### config.mk
export PLATFORM = sky130hd
export DESIGN_NAME = permit_rearm_interlock_fsm_top_flat
export DESIGN_NICKNAME = d
export VERILOG_FILES = /design/src/sv/pri_pkg.sv /design/src/sv/pri_if.sv /design/src/sv/pri_step.sv /design/src/sv/permit_rearm_interlock_fsm_top.sv /design/src/flat_wrapper.sv
export SDC_FILE = /design/constraint.sdc
export NUM_CORES = 1
export LEC_CHECK = 0
export ABC_AREA = 1
export BUFFER_PORTS_ARGS = -buffer_cell sky130_fd_sc_hd__buf_2
export CORE_UTILIZATION = 50
export CTS_BUF_LIST = sky130_fd_sc_hd__clkbuf_4
export CTS_CLUSTER_DIAMETER = 50
export CTS_CLUSTER_SIZE = 28
export DETAILED_ROUTE_END_ITERATION = 8
export GPL_TIMING_DRIVEN = 0
export MAX_ROUTING_LAYER = met4
export PLACE_DENSITY_LB_ADDON = 0.25
export SYNTH_ARGS = -nofsm -noshare
export SYNTH_HDL_FRONTEND = slang
export SYNTH_SLANG_ARGS = --single-unit
### constraint.sdc
create_clock -name clock -period 2.5 [get_ports clock]
set_input_delay 0.125 -clock clock [delete_from_list [all_inputs] [get_ports clock]]
set_output_delay 0.125 -clock clock [all_outputs]
set_load 0.02 [all_outputs]
### src/sv/pri_pkg.sv
package pri_pkg;

   // State codes of the interlock machine, in walk order.
   localparam logic [2:0] ST_WAIT_LOW   = 3'd0;
   localparam logic [2:0] ST_WAIT_RGOOD = 3'd1;
   localparam logic [2:0] ST_WAIT_START = 3'd2;
   localparam logic [2:0] ST_WAIT_HIGH  = 3'd3;
   localparam logic [2:0] ST_ACTIVE     = 3'd4;

   // Flags carried by one request beat.
   typedef struct packed {
      logic rail_ok;
      logic interlock_ok;
      logic reset_req;
      logic start_in;
      logic session_dropped;
      logic permit_seen;
      logic reset_line_ok;
      logic watchdog_ok;
      logic session_new;
      logic frame_valid;
   } req_type;

   // Fields carried by one response beat.
   typedef struct packed {
      logic       drive_permit_low;
      logic       rearm_strobe;
      logic       heartbeat_strobe;
      logic [2:0] state_code;
   } rsp_type;

   // Machine state kept between ticks.
   typedef struct packed {
      logic [2:0] mode;
      logic       primed;
      logic       start_low_seen;
      logic       start_last;
      logic       link_ready;
   } state_type;

endpackage

### src/sv/pri_if.sv
// Request channel: one beat per control tick.
interface pri_req_if import pri_pkg::*; ();
   logic    valid;
   logic    ready;
   req_type data;

   modport source (output valid, output data, input ready);
   modport sink (input valid, input data, output ready);
endinterface

// Response channel: one beat per accepted request.
interface pri_rsp_if import pri_pkg::*; ();
   logic    valid;
   logic    ready;
   rsp_type data;

   modport source (output valid, output data, input ready);
   modport sink (input valid, input data, output ready);
endinterface

### src/sv/pri_step.sv
module pri_step import pri_pkg::*; (
   input  state_type cur_state,
   input  req_type   req_data,
   output state_type next_state,
   output rsp_type   rsp_data
);

   // Return to wait-low: clear the session flags and sample the start level.
   function automatic state_type go_low(state_type st, logic level);
      state_type r;
      r                = st;
      r.mode           = ST_WAIT_LOW;
      r.start_low_seen = 1'b0;
      r.link_ready     = 1'b0;
      r.start_last     = level;
      return r;
   endfunction

   // One tick of the interlock machine.
   always_comb begin
      state_type s;
      logic      healthy;
      logic      rising;
      logic      rearm;
      logic      hb;
      s       = cur_state;
      healthy = req_data.rail_ok & req_data.interlock_ok;
      rising  = 1'b0;
      rearm   = 1'b0;

      // The first tick after reset counts as a reset event.
      if (!s.primed || req_data.reset_req) begin
         s        = go_low(s, req_data.start_in);
         s.primed = 1'b1;
      end

      if (!healthy || req_data.session_dropped) begin
         s = go_low(s, req_data.start_in);
      end else if (s.mode == ST_WAIT_LOW) begin
         if (!req_data.permit_seen) s.mode = ST_WAIT_RGOOD;
      end else if (s.mode == ST_WAIT_RGOOD) begin
         if (req_data.permit_seen) begin
            s = go_low(s, req_data.start_in);
         end else if (req_data.reset_line_ok) begin
            s.mode           = ST_WAIT_START;
            s.start_low_seen = ~req_data.start_in;
         end
      end else if (!req_data.reset_line_ok ||
                   (s.mode >= ST_WAIT_HIGH && !req_data.watchdog_ok)) begin
         s = go_low(s, req_data.start_in);
      end else if (s.mode == ST_ACTIVE && !req_data.permit_seen) begin
         s = go_low(s, req_data.start_in);
      end else if (s.mode == ST_WAIT_START) begin
         if (req_data.permit_seen) begin
            s = go_low(s, req_data.start_in);
         end else begin
            // A start edge counts only after a low level and a ready session.
            rising = req_data.start_in & ~s.start_last;
            if (req_data.session_new) s.link_ready = 1'b1;
            if (!req_data.start_in) s.start_low_seen = 1'b1;
            if (rising && s.start_low_seen && cur_state.link_ready &&
                req_data.watchdog_ok) begin
               rearm  = 1'b1;
               s.mode = ST_WAIT_HIGH;
            end
         end
      end else if (s.mode == ST_WAIT_HIGH) begin
         if (req_data.permit_seen) s.mode = ST_ACTIVE;
      end

      s.start_last = req_data.start_in;

      // The heartbeat needs the session ready both before and after the tick.
      hb = cur_state.link_ready & s.link_ready & healthy & req_data.reset_line_ok &
           req_data.frame_valid & (s.mode >= ST_WAIT_START) &
           ((s.mode == ST_ACTIVE) | ~req_data.permit_seen);

      next_state                = s;
      rsp_data.drive_permit_low = (s.mode == ST_WAIT_LOW);
      rsp_data.rearm_strobe     = rearm;
      rsp_data.heartbeat_strobe = hb;
      rsp_data.state_code       = s.mode;
   end

endmodule

### src/sv/permit_rearm_interlock_fsm_top.sv
// Latency: a response beat is valid in the cycle after its request beat is accepted.
// Throughput: one request beat per cycle unless the sink stalls; the state register
// closes the only loop. A stalled response register still takes a new request when
// the sink drains it. Reset (synchronous, active high) puts the machine in wait-low
// and unprimed, so the first accepted beat acts as a reset event.
module permit_rearm_interlock_fsm_top import pri_pkg::*; (
   input logic       clock,
   input logic       reset,
   pri_req_if.sink   req_chan,
   pri_rsp_if.source rsp_chan
);

   state_type state_ff;
   state_type state_in;
   rsp_type   rsp_data_ff;
   rsp_type   rsp_data_in;
   logic      rsp_valid_ff;
   logic      accept;

   // Take a request whenever the response register is empty or being drained.
   assign req_chan.ready = ~rsp_valid_ff | rsp_chan.ready;
   assign accept         = req_chan.valid & req_chan.ready;

   pri_step u_step (
      .cur_state  (state_ff),
      .req_data   (req_chan.data),
      .next_state (state_in),
      .rsp_data   (rsp_data_in)
   );

   // Machine state advances once per accepted beat.
   always_ff @(posedge clock) begin
      if (reset) begin
         state_ff <= '0;
      end else if (accept) begin
         state_ff <= state_in;
      end
   end

   // Response register and its valid flag.
   always_ff @(posedge clock) begin
      if (reset) begin
         rsp_valid_ff <= 1'b0;
      end else if (accept) begin
         rsp_valid_ff <= 1'b1;
      end else if (rsp_chan.ready) begin
         rsp_valid_ff <= 1'b0;
      end
   end

   always_ff @(posedge clock) begin
      if (accept) rsp_data_ff <= rsp_data_in;
   end

   assign rsp_chan.valid = rsp_valid_ff;
   assign rsp_chan.data  = rsp_data_ff;

   // The reported state code tracks the state register it was taken from.
   a_code_matches_state: assert property (@(posedge clock) disable iff (reset)
      accept |=> rsp_data_ff.state_code == state_ff.mode)
      else $error("response state code differs from machine state");

   // A rearm beat always lands in wait-high.
   a_rearm_to_high: assert property (@(posedge clock) disable iff (reset)
      rsp_valid_ff && rsp_data_ff.rearm_strobe |-> rsp_data_ff.state_code == ST_WAIT_HIGH)
      else $error("rearm strobe outside wait-high");

   // The permit-low request mirrors the wait-low state.
   a_permit_low: assert property (@(posedge clock) disable iff (reset)
      rsp_valid_ff |-> rsp_data_ff.drive_permit_low ==
                       (rsp_data_ff.state_code == ST_WAIT_LOW))
      else $error("permit-low request disagrees with state code");

   // Any accepted beat primes the machine.
   a_primed: assert property (@(posedge clock) disable iff (reset)
      accept |=> state_ff.primed)
      else $error("machine not primed after a beat");

   // Wait-low never leaves session flags set.
   a_low_clears: assert property (@(posedge clock) disable iff (reset)
      state_ff.primed && state_ff.mode == ST_WAIT_LOW |->
         !state_ff.link_ready && !state_ff.start_low_seen)
      else $error("session flags set in wait-low");

endmodule
### src/flat_wrapper.sv
// flat-port wrapper written by rule: the top's interface ports become plain ports
module permit_rearm_interlock_fsm_top_flat import pri_pkg::*;
  (clock, reset, req_chan_valid, req_chan_data, req_chan_ready, rsp_chan_valid, rsp_chan_data, rsp_chan_ready);
  pri_req_if req_chan_i ();
  pri_rsp_if rsp_chan_i ();
  input logic clock;
  input logic reset;
  input wire logic [$bits(req_chan_i.valid)-1:0] req_chan_valid;
  input wire logic [$bits(req_chan_i.data)-1:0] req_chan_data;
  output wire logic [$bits(req_chan_i.ready)-1:0] req_chan_ready;
  output wire logic [$bits(rsp_chan_i.valid)-1:0] rsp_chan_valid;
  output wire logic [$bits(rsp_chan_i.data)-1:0] rsp_chan_data;
  input wire logic [$bits(rsp_chan_i.ready)-1:0] rsp_chan_ready;
  assign req_chan_i.valid = req_chan_valid;
  assign req_chan_i.data = req_chan_data;
  assign req_chan_ready = req_chan_i.ready;
  assign rsp_chan_valid = rsp_chan_i.valid;
  assign rsp_chan_data = rsp_chan_i.data;
  assign rsp_chan_i.ready = rsp_chan_ready;
  permit_rearm_interlock_fsm_top u_core (.clock(clock), .reset(reset), .req_chan(req_chan_i), .rsp_chan(rsp_chan_i));
endmodule
## Word level (Yosys, flattened, before mapping)

Cells that the tools add are included.

- Register bits: 14
- Bits of input ports: 14
- Output and inout port bits: 8
- Logic and storage cells: 84

- $lt $le $gt $ge: 2
- Bitwise operators: 16
- Reductions and logical operators: 17
- Mux-type cells: 34
- Eq/ne operators: 5

Operator list:

| kind | count |
|---|---|
| $mux W7 | 5 |
| $mux W3 | 10 |
| $mux W1 | 17 |
| $and A1 B1 Y1 | 9 |
| $reduce_or A7 Y1 | 1 |
| $eq A3 B2 Y1 const B | 2 |
| $eq A3 B3 Y1 const B | 2 |
| $ge A3 B2 Y1 const B | 2 |
| $logic_not A3 Y1 | 2 |
| $logic_and A1 B1 Y1 | 5 |
| $logic_not A1 Y1 | 5 |
| $not A1 Y1 | 5 |
| $mux W4 | 1 |
| $eq A3 B1 Y1 const B | 1 |
| $logic_or A1 B1 Y1 | 3 |
| $mux W2 | 1 |
| $or A1 B1 Y1 | 2 |
| $reduce_bool A2 Y1 | 1 |

## Logic depth before layout (Yosys ltp)

- Word-level depth: 28
- Mapped depth: 13
- Mapped depth without buffers: 13

## By module

From an unflattened synthesis, not the netlist that was laid out.

- Cell total of the unflattened synthesis: 157
- Area, all modules: 1026.0 µm²

Modules (own cells, without submodules):

| module | cells each | times used | seq. area each (µm²) | area each (µm²) |
|---|---|---|---|---|
| permit_rearm_interlock_fsm_top | 57 | 1 | 340.3 | 544.3 |
| pri_step | 100 | 1 | 0.0 | 481.7 |

## Least setup slack after synthesis

OpenSTA, ideal clock, no wires.

- Kind: reg2reg
- Start point: register u_core.rsp_valid_ff, in the netlist u_core.rsp_chan.valid
- End point: register u_core.rsp_data_ff (netlist bit u_core.rsp_chan.data[0]) (enable)
- Library setup time: 0.367 ns
- Data required time: 2.133 ns
- Path buffers: 1
- Cell stages (with the launch flop): 5
- Slack: 0.952 ns
- Arrival time: 1.180 ns
- Period minus slack after synthesis: 1.548 ns
- Cell sequence: dfxtp_1 > nand2_1 > nand2_1 > inv_1 > clkbuf_1

- Longest elaborated chain between the ends: 3

RTL lines:

| element | RTL line | text |
|---|---|---|
| start: declaration | permit_rearm_interlock_fsm_top.sv:17 | `logic rsp_valid_ff;` |
| start signal: assignment | permit_rearm_interlock_fsm_top.sv:43 | `rsp_valid_ff <= 1'b0;` |
| start signal: assignment | permit_rearm_interlock_fsm_top.sv:45 | `rsp_valid_ff <= 1'b1;` |
| start signal: assignment | permit_rearm_interlock_fsm_top.sv:47 | `rsp_valid_ff <= 1'b0;` |
| $not A1 Y1 | permit_rearm_interlock_fsm_top.sv:21 | `assign req_chan.ready = ~rsp_valid_ff \| rsp_chan.ready;` |
| $or A1 B1 Y1 | permit_rearm_interlock_fsm_top.sv:21 |  |
| named net req_chan_ready | flat_wrapper.sv:10 | `output wire logic [$bits(req_chan_i.ready)-1:0] req_chan_ready;` |
| $and A1 B1 Y1 | permit_rearm_interlock_fsm_top.sv:22 | `assign accept = req_chan.valid & req_chan.ready;` |
| named net u_core.accept | permit_rearm_interlock_fsm_top.sv:18 | `logic accept;` |
| end signal: assignment | permit_rearm_interlock_fsm_top.sv:52 | `if (accept) rsp_data_ff <= rsp_data_in;` |
| end: declaration | permit_rearm_interlock_fsm_top.sv:15 | `rsp_type rsp_data_ff;` |

The timed path passes the listed nets, and every way through them passes these cells.
A chain may end at the register's enable or synchronous reset.

==> metrics <==
LEAKAGE=0.000500 uW; Reg2Reg Depth=11; Most common cell on crit path=nand2_1; Root Driver=clkbuf_4; drt wl/cell=12.6 um; final antenna-violating net count=0; Buffers on Ports=21; drt pass-1 iters=6; CP startpoint=u_core.state_ff[3]$_SDFFE_PP0P_; RSZ-0062 raised after global routing=false; share of cells above drive strength 1=27.7%; Clk Latency, worst-skew pair=0.29 ns; Vias=886; first-pass GRT wire length=3290 um; Max VDD drop=0.000300 V; final setup fails=0; Avg Synthesized Cell Area=7.40 um2; hold_sp=reset; share of the synthesized area in the top cell type=21.0%; crit path to=u_core.rsp_chan.data[3]$_DFFE_PP_; global routing usage on met2=43.0%; post-synthesis register bit count=14; Residual DRC=5; actual slew at the worst max-slew pin=0.649 ns; Ys Warns=0; vias in the first global route=856; die height=43.4 um; nets=156; Layout Cells excl Fill=157; reg2reg start=u_core.state_ff[3]$_SDFFE_PP0P_; CTS hold repair buffers=0; placed cells=153; total core area=0.00156 mm2; Max Clock Skew=0.00935 ns; Pwr Density=472 mW/mm2; CP Data Required Time=2.56 ns; initial antenna violation count=0; Clock Path Buffers=2; GRT met1 Usage=24.6%; CP Launch Type=flip-flop; Min Clock Period, post-route=1.75 ns; FF-to-FF End=u_core.rsp_chan.data[3]$_DFFE_PP_; postcts setup bufs=0; Cell Rows=14; Slew Limit Fails=0; Mapped Cells=116; CP max FO=7; Final period util=69.9%; Starting Density=55.1%; Area growth, synth to finish=17.6%; via/cell ratio=5.64; die width=43.4 um; Setup TNS=0 ns; CP cell instances=inv_2 -> nor2_8 -> nand2_2 -> nor3_2 -> nand2_1 -> nand2_1 -> nand3_1 -> nand2_1 -> nand2_1 -> nand2_1 -> a21oi_2; Crit-path slowest cell=dfxtp_1; DR iter-0 viols=49; worst min path class=in2reg; final WL=1980 um; ANT cells=0; CP arrival=1.81 ns; largest net degree at the start of global routing=16; max_slew headroom=56.7%; most frequent cells in the layout=28 x nand2_1, 21 x buf_2, 17 x inv_1; Post-DP HPWL=1490 um; maxcap violations=0; CP max stage delay=0.39 ns; reg-to-reg setup timing slack=0.75 ns; most common cell after layout, fill and taps aside=nand2_1; Final Hold Viols=0; Final Total Pwr=476 uW; CTS Sinks=14; Critical Path Sink Type=flip-flop; Top Ports=22; global route hottest layer=met2; GRT met3 Usage=6.25%; critical path class=reg2reg; Inserted Clock Buffers=3; Syn Nets=130; Netlist cell types=24; synthesized area=858 um2; CTS resizes=0; register clock-pin slew on the reported worst setup and hold paths=0.09 ns; failing checks=design-rule violations; CTS tree=built; cell taking the most area after synthesis=edfxtp_1; status=complete, but fails checks; GP Congestion=0.991; Overflow after GRT=0; sequential share of the synthesized area=39.7%; synth top area cells=edfxtp_1 21%, dfxtp_1 19%, nand2_1 12%; die area=0.00189 mm2; gr usage total=24.2%; H-tree depth=1; Fmax achieved=572 MHz
==> state kept, by name, summed over array words and instances, names as in the netlist <==
| signal | count |
|---|---|
| u_core.rsp_chan.valid | 1 |
| u_core.rsp_chan.data | 6 |
| u_core.state_ff | 7 |
==> report_power, final <==
part / switching, uW / total, uW / internal, uW
Combinational: 51.0 / 77.3 / 26.3
Clock: 81.1 / 139 / 58.1
Sequential: 9.77 / 260 / 250
Total: 142 / 476 / 335
==> cell usage after synthesis <==
cell type and number:
nand3_2 2, nand4_1 6, nor3_2 1, a21oi_1 11, edfxtp_1 6, inv_1 17, o22ai_1 1, nand3_1 3
nand2_2 3, nor2_8 1, o21ai_0 8, nor2_2 1, nand2_4 1, nor4_1 1, o21ai_2 1, nand2_1 28
nor2_1 10, nand3_4 1, a21oi_2 1, nor2_4 1, clkbuf_1 1, inv_2 2, o211ai_1 1, dfxtp_1 8
==> worst min-delay path by stage <==
stage / endpoint / slack (ns) / cells past startpoint
floorplan: u_core.rsp_chan.valid$_SDFFE_PP0P_ / 0.19 / 1
global placement: u_core.state_ff[3]$_SDFFE_PP0P_ / 0.33 / 2
detailed placement: u_core.state_ff[3]$_SDFFE_PP0P_ / 0.34 / 2
CTS: u_core.state_ff[3]$_SDFFE_PP0P_ / 0.04 / 2
global route: u_core.state_ff[2]$_SDFFE_PP0P_ / 0.04 / 2
finish: u_core.rsp_chan.valid$_SDFFE_PP0P_ / 0.04 / 2
==> through the flow <==
step | util [%] | cell area [um2] | hold slack, ns | setup WS, ns
2_1_floorplan | - | 858 | 0.194 | 0.952
3_3_place_gp | 63.1 | 983 | 0.331 | 0.792
3_5_place_dp | 63.1 | 983 | 0.338 | 0.767
4_1_cts | 64.8 | 1010 | 0.0371 | 0.764
5_1_grt | 64.8 | 1010 | 0.0352 | 0.611
6_report | 64.8 | 1010 | 0.0351 | 0.753
==> critical path, delay by kind of cell (launching register included) <==
| kind | cells | cell delay (ns) |
|---|---|---|
| DFF | 1 | 0.39 |
| AOI/OAI and AO/OA | 1 | 0.05 |
| and+or+nand+nor | 9 | 0.99 |
| buffers and inverters | 1 | 0.09 |
==> routing by layer <==
metal	wire, um	up-vias
li1	-	433
met3	186	7
met1	767	400
met2	983	46
met4	40	0
met5	0	-
==> area by class of cell <==
class,instances,area (um2)
Clock inverter,1,3.75
Fill cell,138,549
Timing Repair Buffer,21,105
Sequential cell,14,340
Inverter,19,71.3
Multi-Input combinational cell,82,443
Clock buffer,3,22.5
Tap cell,16,20.0
Buffer,1,3.75
==> cells by family (layout without fill, tap and decap cells) <==
group / Yosys count / count (layout) / share of synthesized area, %
AND/OR/NAND/NOR: 59 / 59 / 36.9
AO/OA/AOI/OAI: 23 / 23 / 14.7
buffers and inverters: 20 / 45 / 8.75
flip-flops: 14 / 14 / 39.6
Power figures use the tool's default switching activity.
